[config.mk]
export PLATFORM = sky130hd
export DESIGN_NAME = wsod_queue
export DESIGN_NICKNAME = d
export VERILOG_FILES = /design/src/rtl/wsod_pkg.sv /design/src/rtl/wsod_queue.sv
export VERILOG_INCLUDE_DIRS = /design/src /design/src/rtl
export SDC_FILE = /design/constraint.sdc
export NUM_CORES = 1
export LEC_CHECK = 0
export ABC_AREA = 1
export BUFFER_PORTS_ARGS = -buffer_cell sky130_fd_sc_hd__buf_2
export CAP_MARGIN = 20
export CORE_AREA = 4 4 41 43
export DETAILED_ROUTE_END_ITERATION = 10
export DIE_AREA = 0 0 45 47
export GPL_TIMING_DRIVEN = 0
export PLACE_DENSITY = 0.47
export RECOVER_POWER = 50
export SYNTH_ARGS = -nofsm -noshare
export SYNTH_HDL_FRONTEND = slang
export SYNTH_SLANG_ARGS = --single-unit
export TNS_END_PERCENT = 50
[constraint.sdc]
create_clock -name clk_i -period 1.3 [get_ports clk_i]
set_clock_uncertainty 0.1 [all_clocks]
set_input_delay 0.26 -clock clk_i [delete_from_list [all_inputs] [get_ports clk_i]]
set_output_delay 0.26 -clock clk_i [all_outputs]
set_load 0.01 [all_outputs]
[src/rtl/assert_macros.svh]
// Assertion helpers shared by the RTL files.
// Every macro samples on clk_i and is disabled while rst_ni is low.
`ifndef ASSERT_MACROS_SVH
`define ASSERT_MACROS_SVH

// Property holds at every clock edge.
`define WSOD_ASSERT(lbl, prop, msg) \
  lbl: assert property (@(posedge clk_i) disable iff (!rst_ni) (prop)) else $error(msg);

// Antecedent implies consequent in the same cycle.
`define WSOD_IMPLIES(lbl, ante, cons, msg) \
  lbl: assert property (@(posedge clk_i) disable iff (!rst_ni) (ante) |-> (cons)) \
    else $error(msg);

// Antecedent implies consequent in the next cycle.
`define WSOD_NEXT(lbl, ante, cons, msg) \
  lbl: assert property (@(posedge clk_i) disable iff (!rst_ni) (ante) |=> (cons)) \
    else $error(msg);

`endif

[src/rtl/wsod_pkg.sv]
`timescale 1ns / 1ps
// ----------------------------------------------------------------------------
// wsod_pkg
// Shared types and constants of the window sigma outlier detector.
// ----------------------------------------------------------------------------
package wsod_pkg;

  localparam int WIN_W       = 7;   // window_size register width
  localparam int SF_W        = 12;  // sigma_factor register width, Q4.8
  localparam int BOUND_W     = 16;  // threshold register width
  localparam int CFG_IDX_W   = 3;
  localparam int CFG_DATA_W  = 16;
  localparam int STATUS_W    = 3;
  localparam int COUNT_W     = 32;
  localparam int QUEUE_DEPTH = 2;
  localparam int SIGMA_SHIFT = 16;  // square of the Q4.8 scale

  typedef enum logic [STATUS_W-1:0] {
    ST_NOMINAL      = 3'd0,
    ST_BELOW        = 3'd1,
    ST_ABOVE        = 3'd2,
    ST_INSUFFICIENT = 3'd3,
    ST_INVALID      = 3'd4
  } status_e;

  typedef enum logic [CFG_IDX_W-1:0] {
    REG_MODE      = 3'd0,
    REG_USE_UPPER = 3'd1,
    REG_USE_LOWER = 3'd2,
    REG_UPPER     = 3'd3,
    REG_LOWER     = 3'd4,
    REG_WINDOW    = 3'd5,
    REG_SIGMA     = 3'd6
  } reg_idx_e;

  typedef enum logic [1:0] {
    S_IDLE,
    S_MULB,
    S_MULC,
    S_FINAL
  } state_e;

  typedef struct packed {
    logic               mode;
    logic               use_upper;
    logic               use_lower;
    logic [BOUND_W-1:0] upper;
    logic [BOUND_W-1:0] lower;
    logic [WIN_W-1:0]   window_size;
    logic [SF_W-1:0]    sigma_factor;
  } cfg_t;

  typedef struct packed {
    logic               sigma;
    status_e            status;
    logic [COUNT_W-1:0] number;
  } job_t;

endpackage

[src/rtl/wsod_queue.sv]
`timescale 1ns / 1ps
`include "assert_macros.svh"
// ----------------------------------------------------------------------------
// wsod_queue
// Short first-in first-out buffer between the front and the back end.
// ----------------------------------------------------------------------------
module wsod_queue #(
  parameter int W = 1
) (
  input  logic         clk_i,
  input  logic         rst_ni,
  input  logic         push_i,
  input  logic [W-1:0] data_i,
  input  logic         pop_i,
  output logic         full_o,
  output logic         valid_o,
  output logic [W-1:0] data_o
);

  localparam int DEPTH = wsod_pkg::QUEUE_DEPTH;
  localparam int PW    = (DEPTH > 1) ? $clog2(DEPTH) : 1;
  localparam int CNTW  = $clog2(DEPTH + 1);

  logic [W-1:0]    slot_q [DEPTH];
  logic [PW-1:0]   wr_ptr_q, rd_ptr_q;
  logic [CNTW-1:0] count_q;

  assign full_o  = (count_q == CNTW'(DEPTH));
  assign valid_o = (count_q != '0);
  assign data_o  = slot_q[rd_ptr_q];

  always_ff @(posedge clk_i or negedge rst_ni) begin
    if (!rst_ni) begin
      wr_ptr_q <= '0;
      rd_ptr_q <= '0;
      count_q  <= '0;
    end else begin
      if (push_i) begin
        wr_ptr_q <= (wr_ptr_q == PW'(DEPTH - 1)) ? '0 : wr_ptr_q + 1'b1;
      end
      if (pop_i) begin
        rd_ptr_q <= (rd_ptr_q == PW'(DEPTH - 1)) ? '0 : rd_ptr_q + 1'b1;
      end
      if (push_i && !pop_i) begin
        count_q <= count_q + 1'b1;
      end else if (pop_i && !push_i) begin
        count_q <= count_q - 1'b1;
      end
    end
  end

  always_ff @(posedge clk_i) begin
    if (push_i) begin
      slot_q[wr_ptr_q] <= data_i;
    end
  end

  `WSOD_IMPLIES(a_no_overflow, push_i, count_q != CNTW'(DEPTH), "queue push while full")
  `WSOD_IMPLIES(a_no_underflow, pop_i, count_q != '0, "queue pop while empty")
  `WSOD_NEXT(a_count_hold, push_i && pop_i, $stable(count_q), "count moved on push with pop")

endmodule

==> results.toml <==
[outcome]
run_status = "finished, violations left"
violations = "negative setup slack"

[yosys]
synth_warnings = 0
synth_cells = 28
ys_types = 13
syn_area_um2 = 280.3
synth_seq_cells = 6
synth_area_per_cell_um2 = 10.01
syn_nets = 34
yosysSeqAreaShare = 0.5714

[worst_setup_path]
critPathKind = "reg2out"
end_kind = "output port"
cp.required_ns = 0.94
cp_max_fo = 2
crit_path_start_kind = "register"
arrival_ns = 1.06

[die]
floorplan.initialDensity = 0.2154
die-area_mm2 = 0.002115
rows = 13
die_x_um = 45
core_area_mm2 = 0.001301
io_pins = 8
die_h_um = 47

[sta]
layout_setup_ws_ns = -0.1178
tightestPinTransition_ns = 0.2218
rsz0062_at_grt = "true"
hold_viol_final = 0
drv_slew = 0
hold-worst-slack_ns = 0.1024
fin_crit_sh = 1.091
tns_ns = -0.1178
setup_viol = 1
period_minus_slack_ns = 1.418
relSlewSlack = 0.8522
timing.fmax_mhz = 705.3

[detailed_routing]
routed-wl-met2_um = 153
drc = 0
detail-route-antenna-nets = 0
wl_met1_um = 261
vias = 204
wire_per_inst_um = 8.411
avgViaCountPerCell = 3.643
highest_layer = "met3"
wl_met3_um = 57
wl_um = 471
first_iter_violations = 2
first_pass_iters = 2

[cts]
clk_pin_slew_worst_paths_ns = 0.05
cts_buffers = 3
clk_latency_ns = 0.24
clock_path_buffers = 2
cts_tree = "yes"
htreeDepth = 1
root_buffer = "clkbuf_4"
cts.sinks = 6

[place]
dpl_cell_area_um2 = 334.1
numPortBuffers = 7
dp_hpwl_um = 367.1
gp_congestion = 0.6412
dp_slack_ns = 0.1064

[pwr]
max-vdd-ir-drop_v = 0.0008147
power_density_mw_per_mm2 = 2101
p_leak_nw = 0.2019

[hold_path]
worstHoldPathType = "in2reg"

[cells_and_area]
drive_gt1_frac = 0.3415
design_area_um2 = 386.6
finish.utilization = 0.2971
areaGrowthSynthToFinish_pct = 37.95
nets = 48
diodes = 0

[global_routing]
grt_usage = 0.05732
grt_max_degree = 5
antenna_found_initial = 0
gr-total-overflow = 0
grt_pass1_vias = 198
grt_pass1_wl_um = 765

[run]
maxCapViolCount = 0
[cells in the mapped netlist]
| master | instances | area (µm²) |
|---|---|---|
| dfrtp_1 | 4 | 100.1 |
| edfxtp_1 | 2 | 60.06 |
| ha_1 | 1 | 12.51 |
| inv_1 | 6 | 22.52 |
| inv_2 | 1 | 3.750 |
| mux2_2 | 1 | 11.26 |
| nand2_1 | 5 | 18.77 |
| nand2_2 | 1 | 6.260 |
| nand3_1 | 1 | 5.000 |
| nand4_1 | 1 | 6.260 |
| nor2_1 | 2 | 7.510 |
| xnor2_1 | 1 | 8.760 |
| xor2_1 | 2 | 17.52 |
[sequential cells by signal, indices dropped and copies added, names as in the netlist]
register  flops
count_q       2
wr_ptr_q      1
rd_ptr_q      1
slot_q        2
[routing by layer]
| layer | vias up | global-route usage |
|---|---|---|
| met5 | - | 0 |
| met4 | 0 | 0.01754 |
| met3 | 0 | 0.06130 |
| met2 | 10 | 0.06215 |
| met1 | 82 | 0.07209 |
| li1 | 112 | - |
[critical path: stages, from the launching register on]
cell     delay, ns
dfrtp_1       0.39
mux2_4        0.31
buf_6         0.12
[cell families (layout without fill, tap and decap cells)]
logic type	count (synthesis)	in the layout	synth area share
AND/OR/NAND/NOR	10	10	0.1563
buffers and inverters	7	20	0.09373
flip-flops	6	6	0.5715
XOR/XNOR	3	3	0.09377
adder cells (fa/ha/maj)	1	1	0.04464
multiplexers	1	1	0.04018
[worst paths after layout]
path                       depth (start not counted)  slack [ns]                     end                  from
max                                                2       -0.12                  data_o  rd_ptr_q$_DFFE_PN0P_
min                                                1        0.10     slot_q[0]$_DFFE_PP_                data_i
max reg2reg                                        1        0.40     slot_q[0]$_DFFE_PP_  wr_ptr_q$_DFFE_PN0P_
min reg2reg                                        1        0.39    wr_ptr_q$_DFFE_PN0P_  wr_ptr_q$_DFFE_PN0P_
max in group asynchronous                          2        0.64    rd_ptr_q$_DFFE_PN0P_                rst_ni
min in group asynchronous                          2        0.27  count_q[1]$_DFFE_PN0P_                rst_ni
[repair_timing]
action,CTS,global route
endpoints found under the setup margin,1,3
hold buffers,1,0
pin swaps,0,1
gates resized for setup,2,1
hold endpoints to repair,4,0
setup buffers,1,0
[cells in the final DEF, fill, tap and decap left out, types with 2 or more instances in the layout]
master    count
nand2_1       5
inv_1         5
buf_2         5
dfrtp_1       4
clkbuf_4      3
inv_2         2
nor2_1        2
xor2_1        2
clkbuf_1      2
edfxtp_1      2
[area by class of cell]
class | count | area, µm²
Multi-Input combinational cell | 15 | 97.59
Fill cell | 145 | 914.6
Timing Repair Buffer | 9 | 57.56
Sequential cell | 6 | 160.2
Tap cell | 15 | 18.77
Inverter | 7 | 26.28
Clock buffer | 4 | 26.28
[through the flow]
stage                     instances  total power, mW
after CTS                        56           0.8267
after detailed placement         50           0.5708
after global placement           50           0.5713
final                            56           0.8122
after global routing             56           0.8810
after floorplan                  28           0.4891
[power breakdown]
part	switching [mW]	internal, mW
combinational	0.134	0.154
sequential	0.0604	0.275
clock	0.0722	0.117
total	0.267	0.545
No activity file was read; power rests on OpenSTA's default activity.
