$ cat src/rtl/assert_macros.svh
// Assertion helpers shared by the RTL files.
// Every macro samples on clk_i and is disabled while rst_ni is low.
`ifndef ASSERT_MACROS_SVH
`define ASSERT_MACROS_SVH

// Property holds at every clock edge.
`define WSOD_ASSERT(lbl, prop, msg) \
  lbl: assert property (@(posedge clk_i) disable iff (!rst_ni) (prop)) else $error(msg);

// Antecedent implies consequent in the same cycle.
`define WSOD_IMPLIES(lbl, ante, cons, msg) \
  lbl: assert property (@(posedge clk_i) disable iff (!rst_ni) (ante) |-> (cons)) \
    else $error(msg);

// Antecedent implies consequent in the next cycle.
`define WSOD_NEXT(lbl, ante, cons, msg) \
  lbl: assert property (@(posedge clk_i) disable iff (!rst_ni) (ante) |=> (cons)) \
    else $error(msg);

`endif

$ cat src/rtl/wsod_pkg.sv
`timescale 1ns / 1ps
// ----------------------------------------------------------------------------
// wsod_pkg
// Shared types and constants of the window sigma outlier detector.
// ----------------------------------------------------------------------------
package wsod_pkg;

  localparam int WIN_W       = 7;   // window_size register width
  localparam int SF_W        = 12;  // sigma_factor register width, Q4.8
  localparam int BOUND_W     = 16;  // threshold register width
  localparam int CFG_IDX_W   = 3;
  localparam int CFG_DATA_W  = 16;
  localparam int STATUS_W    = 3;
  localparam int COUNT_W     = 32;
  localparam int QUEUE_DEPTH = 2;
  localparam int SIGMA_SHIFT = 16;  // square of the Q4.8 scale

  typedef enum logic [STATUS_W-1:0] {
    ST_NOMINAL      = 3'd0,
    ST_BELOW        = 3'd1,
    ST_ABOVE        = 3'd2,
    ST_INSUFFICIENT = 3'd3,
    ST_INVALID      = 3'd4
  } status_e;

  typedef enum logic [CFG_IDX_W-1:0] {
    REG_MODE      = 3'd0,
    REG_USE_UPPER = 3'd1,
    REG_USE_LOWER = 3'd2,
    REG_UPPER     = 3'd3,
    REG_LOWER     = 3'd4,
    REG_WINDOW    = 3'd5,
    REG_SIGMA     = 3'd6
  } reg_idx_e;

  typedef enum logic [1:0] {
    S_IDLE,
    S_MULB,
    S_MULC,
    S_FINAL
  } state_e;

  typedef struct packed {
    logic               mode;
    logic               use_upper;
    logic               use_lower;
    logic [BOUND_W-1:0] upper;
    logic [BOUND_W-1:0] lower;
    logic [WIN_W-1:0]   window_size;
    logic [SF_W-1:0]    sigma_factor;
  } cfg_t;

  typedef struct packed {
    logic               sigma;
    status_e            status;
    logic [COUNT_W-1:0] number;
  } job_t;

endpackage

$ cat src/rtl/wsod_if.sv
`timescale 1ns / 1ps
// ----------------------------------------------------------------------------
// wsod_if
// Valid/ready channels of the detector: samples, results and config writes.
// ----------------------------------------------------------------------------
interface wsod_in_if #(parameter int SAMPLE_BITS = 16);
  logic                   valid;
  logic                   ready;
  logic [SAMPLE_BITS-1:0] sample;
  modport source (output valid, output sample, input ready);
  modport sink (input valid, input sample, output ready);
endinterface


$ cat src/rtl/wsod_front.sv
`timescale 1ns / 1ps
// ----------------------------------------------------------------------------
// wsod_front
// Accepts samples, counts them and settles every status that needs no window.
// ----------------------------------------------------------------------------
module wsod_front #(
  parameter int WINDOW_MAX  = 64,
  parameter int SAMPLE_BITS = 16
) (
  input  logic              clk_i,
  input  logic              rst_ni,
  wsod_in_if.sink           in_i,
  input  wsod_pkg::cfg_t    cfg_i,
  input  logic              full_i,
  output logic              push_o,
  output wsod_pkg::job_t    job_o
);

  localparam int SB = SAMPLE_BITS;

  logic [wsod_pkg::COUNT_W-1:0] seen_q, seen_d;
  logic signed [SB-1:0]         x;
  logic signed [SB-1:0]         ub;
  logic signed [SB-1:0]         lb;
  logic                         ws_bad;

  assign in_i.ready = !full_i;
  assign push_o     = in_i.valid && !full_i;

  assign x  = $signed(in_i.sample);
  assign ub = $signed(SB'(cfg_i.upper));
  assign lb = $signed(SB'(cfg_i.lower));
  assign ws_bad = (int'(cfg_i.window_size) < 2) || (int'(cfg_i.window_size) > WINDOW_MAX);

  // saturate at all ones
  assign seen_d = (&seen_q) ? seen_q : seen_q + 1'b1;

  always_ff @(posedge clk_i or negedge rst_ni) begin
    if (!rst_ni) begin
      seen_q <= '0;
    end else if (push_o) begin
      seen_q <= seen_d;
    end
  end

  always_comb begin
    job_o.sigma  = 1'b0;
    job_o.status = wsod_pkg::ST_NOMINAL;
    job_o.number = seen_d;
    if (!cfg_i.mode) begin
      if (!cfg_i.use_upper && !cfg_i.use_lower) begin
        job_o.status = wsod_pkg::ST_INVALID;
      end else if (cfg_i.use_upper && (x > ub)) begin
        job_o.status = wsod_pkg::ST_ABOVE;
      end else if (cfg_i.use_lower && (x < lb)) begin
        job_o.status = wsod_pkg::ST_BELOW;
      end
    end else if (ws_bad || (cfg_i.sigma_factor == '0)) begin
      job_o.status = wsod_pkg::ST_INVALID;
    end else begin
      job_o.sigma = 1'b1;
    end
  end

endmodule

$ cat src/flat_wrapper.sv
// flat-port wrapper written by rule: the top's interface ports become plain ports
module wsod_front_flat 
#(
  parameter int WINDOW_MAX  = 64,
  parameter int SAMPLE_BITS = 16
)
  (clk_i, rst_ni, cfg_i, full_i, push_o, job_o, in_i_valid, in_i_sample, in_i_ready);
  wsod_in_if #(.SAMPLE_BITS(SAMPLE_BITS)) in_i_i ();
  input  logic clk_i;
  input  logic rst_ni;
  input  wsod_pkg::cfg_t cfg_i;
  input  logic full_i;
  output logic push_o;
  output wsod_pkg::job_t job_o;
  input wire logic [$bits(in_i_i.valid)-1:0] in_i_valid;
  input wire logic [$bits(in_i_i.sample)-1:0] in_i_sample;
  output wire logic [$bits(in_i_i.ready)-1:0] in_i_ready;
  assign in_i_i.valid = in_i_valid;
  assign in_i_i.sample = in_i_sample;
  assign in_i_ready = in_i_i.ready;
  wsod_front #(.WINDOW_MAX(WINDOW_MAX), .SAMPLE_BITS(SAMPLE_BITS)) u_core (.clk_i(clk_i), .rst_ni(rst_ni), .in_i(in_i_i), .cfg_i(cfg_i), .full_i(full_i), .push_o(push_o), .job_o(job_o));
endmodule
$ cat config.mk
export PLATFORM = sky130hd
export DESIGN_NAME = wsod_front_flat
export DESIGN_NICKNAME = d
export VERILOG_FILES = /design/src/rtl/assert_macros.svh /design/src/rtl/wsod_pkg.sv /design/src/rtl/wsod_if.sv /design/src/rtl/wsod_front.sv /design/src/flat_wrapper.sv
export SDC_FILE = /design/constraint.sdc
export NUM_CORES = 1
export LEC_CHECK = 0
export BUFFER_PORTS_ARGS = -buffer_cell sky130_fd_sc_hd__buf_4
export CAP_MARGIN = 20
export CORE_ASPECT_RATIO = 0.6
export CORE_MARGIN = 1
export CORE_UTILIZATION = 42
export DETAILED_ROUTE_END_ITERATION = 8
export HOLD_SLACK_MARGIN = 0.02
export PLACE_DENSITY = 0.75
export SYNTH_ARGS = -nofsm -noshare
export SYNTH_HDL_FRONTEND = slang
export SYNTH_SLANG_ARGS = --single-unit
$ cat constraint.sdc
create_clock -name clk_i -period 5.5 [get_ports clk_i]
set_input_delay 0.275 -clock clk_i [delete_from_list [all_inputs] [get_ports clk_i]]
set_output_delay 0.275 -clock clk_i [all_outputs]
set_load 0.05 [all_outputs]
==> flow_summary.ini <==
[grt]
grt_use_total_pct = 22.2
antenna_found_initial = 0
grt_pass1_wl_um = 12400
grt_pass1_vias = 2710
overflow = 0
grt_max_degree = 33

[drt]
drt_pass1_iterations = 4
vias = 2791
detail-route-antenna-nets = 0
wl_um = 7580
vias_per_cell = 5.16
drt_iter0_drc = 100
drc_errors = 0
wire_per_inst_um = 14.0

[synth]
ys.flop_type = dfrtp_1
synth_common_cells = nand2_1, xnor2_1, inv_1
syn_inst = 344
synth.largest_area_cell = dfrtp_1
synth_nets = 450
synthTopCellsByArea = dfrtp_1, ha_1, xnor2_1, xor2_1, nand2_1
yosysSeqAreaShare_pct = 27.4
syn_area_per_cell_um2 = 8.49
synth.distinct_cells = 45
yosys.area.top_type_share_pct = 27.4
async_flop_share_pct = 100
synth_seq_cells = 32
netlist_area_um2 = 2920
synth-edff-count = 0
yosysMostFrequentCell = nand2_1
ys_warn_count = 0

[clock_network]
tritoncts = yes
htree_levels = 2
cts_buffer_depth = 2
ctsHoldBuffers = 1
post_cts_buffers = 0
cts_resized = 0
clk_latency_ns = 0.27
path_clk_slew_ns = 0.05
numCtsBuffers = 5
clock-root-buffer = clkbuf_16
clock-sinks = 32

[sta]
final-max-slew-violation-count = 0
setup_tns_ns = 0
fmax_mhz = 327
hold_viol = 0
worstMarginPinSlew_ns = 0.613
timing.final.crit_period_ns = 3.06
hold_ws_ns = 0.488
setup_viol = 0
fin_crit_sh_pct = 55.6
skew_ns = 0.00576
slew_headroom_pct = 58.9
rsz0062_at_grt = no
fin_ws_ns = 2.44

[finish]
area_growth_syn_to_layout_pct = 35.9
fin_area_um2 = 3970
reg_top3 = u_core.seen_q (32)
diodes = 0
largest_register_ffs = 32
final_nets = 559
max_flop_register = u_core.seen_q
drive_gt1_share_pct = 29.3
fillers = 587

[setup_path]
cp_data_arrival_time_ns = 2.78
path_max_fanout = 9
endpoint_kind = primary output
timing.rr.end = u_core.seen_q[6]
ff2ff_path_depth = 7
cp.required_ns = 5.22
endpoint = job_o[6]
critPathLaunchType = flip-flop
worst-setup-path-type = reg -> out
r2r-start = u_core.seen_q[0]
r2r_slack_ns = 3.15
startpoint = u_core.seen_q[0]

[floorplanning]
die_area_um2 = 7300
ios = 112
die_h_um = 66.6
initial_core_util_pct = 43.6
die_width_um = 110
coreArea_um2 = 6710
row_count = 23

[power_and_ir_drop]
pwr_density_cell_nw_per_um2 = 235
leakage_nw = 2.09
peakVddDrop_v = 0.000189

[flow_run]
cap_viol_max_count = 0

[worst_hold_path]
min_path_type = in -> async

[place]
post-place-ws_ns = 2.76
place_hpwl_um = 6300
place_area_um2 = 3810
port_buffers = 111
gp_congestion = 0.870

[status]
status = complete, no violations
## metrics by stage
step / util (%) / std cells / total power, mW
CTS: 59.2 / 541 / 0.940
floorplan: - / 344 / 0.526
detailed placement: 56.8 / 532 / 0.665
global placement: 56.8 / 532 / 0.654
finish: 59.2 / 541 / 0.932
global route: 59.2 / 541 / 0.978
## cells by family after synthesis
logic type / synth area share, %
buffers and inverters: 6.04
adder cells (fa/ha/maj): 13.7
AO/OA/AOI/OAI: 7.88
flip-flops: 27.4
XOR/XNOR: 17.7
AND/OR/NAND/NOR: 26.6
multiplexers: 0.686
## per-layer routing
layer  up-vias  GRT usage, %  wire [µm]
li1       1404             -          -
met1      1282          30.5       3620
met4         0          3.00         45
met2       101          37.3       3380
met5         -             0          0
met3         4          4.01        533
## worst min path at each step
| stage | slack, ns | cells past startpoint | end | from |
|---|---|---|---|---|
| 6_report | 0.49 | 2 | u_core.seen_q[7] | rst_ni |
| 3_5_place_dp | 0.24 | 1 | u_core.seen_q[13] | rst_ni |
| 3_3_place_gp | 0.24 | 1 | u_core.seen_q[7] | rst_ni |
| 2_1_floorplan | -0.02 | 0 | u_core.seen_q[0] | rst_ni |
| 4_1_cts | 0.49 | 2 | u_core.seen_q[27] | rst_ni |
| 5_1_grt | 0.54 | 1 | u_core.seen_q[21] | u_core.seen_q[21] |
## critical path: stages, from the launching register on
cell and delay (ns):
dfrtp_1 0.44, ha_1 0.23, nand3_1 0.22, nor4_4 0.52, and4_1 0.51, nor2_1 0.12
nand3_1 0.11, xnor2_1 0.13, buf_4 0.23
## cells in the final DEF, fill, tap and decap left out, types with 3 or more instances in the layout
master,synthesis,layout
xnor2_1,35,35
clkbuf_16,0,5
nand2b_1,4,4
nor2_1,28,28
o21ai_0,9,9
nand3_1,17,17
nor4_1,4,4
and3_1,3,3
xor2_1,24,24
nor3_1,7,7
nand2_1,39,39
inv_1,33,33
dfrtp_1,32,32
a21oi_1,8,8
nand4_1,16,16
and4_1,5,5
a211oi_1,4,4
ha_1,32,32
buf_4,2,111
## power by group
| part | total (mW) | switching [mW] | internal (mW) |
|---|---|---|---|
| Combinational | 0.364 | 0.227 | 0.137 |
| Clock | 0.271 | 0.0934 | 0.178 |
| Sequential | 0.297 | 0.0382 | 0.259 |
## final cells by class
type	count	area [µm²]	area share (%)
multi-input cells	269	1940	49.0
inverters	33	124	3.12
well taps	87	109	2.74
repair buffers	112	843	21.2
clock buffers	6	139	3.50
flip-flops and latches	32	801	20.2
clock inverters	2	10.0	0.252
No activity file was read; power rests on OpenSTA's default activity.
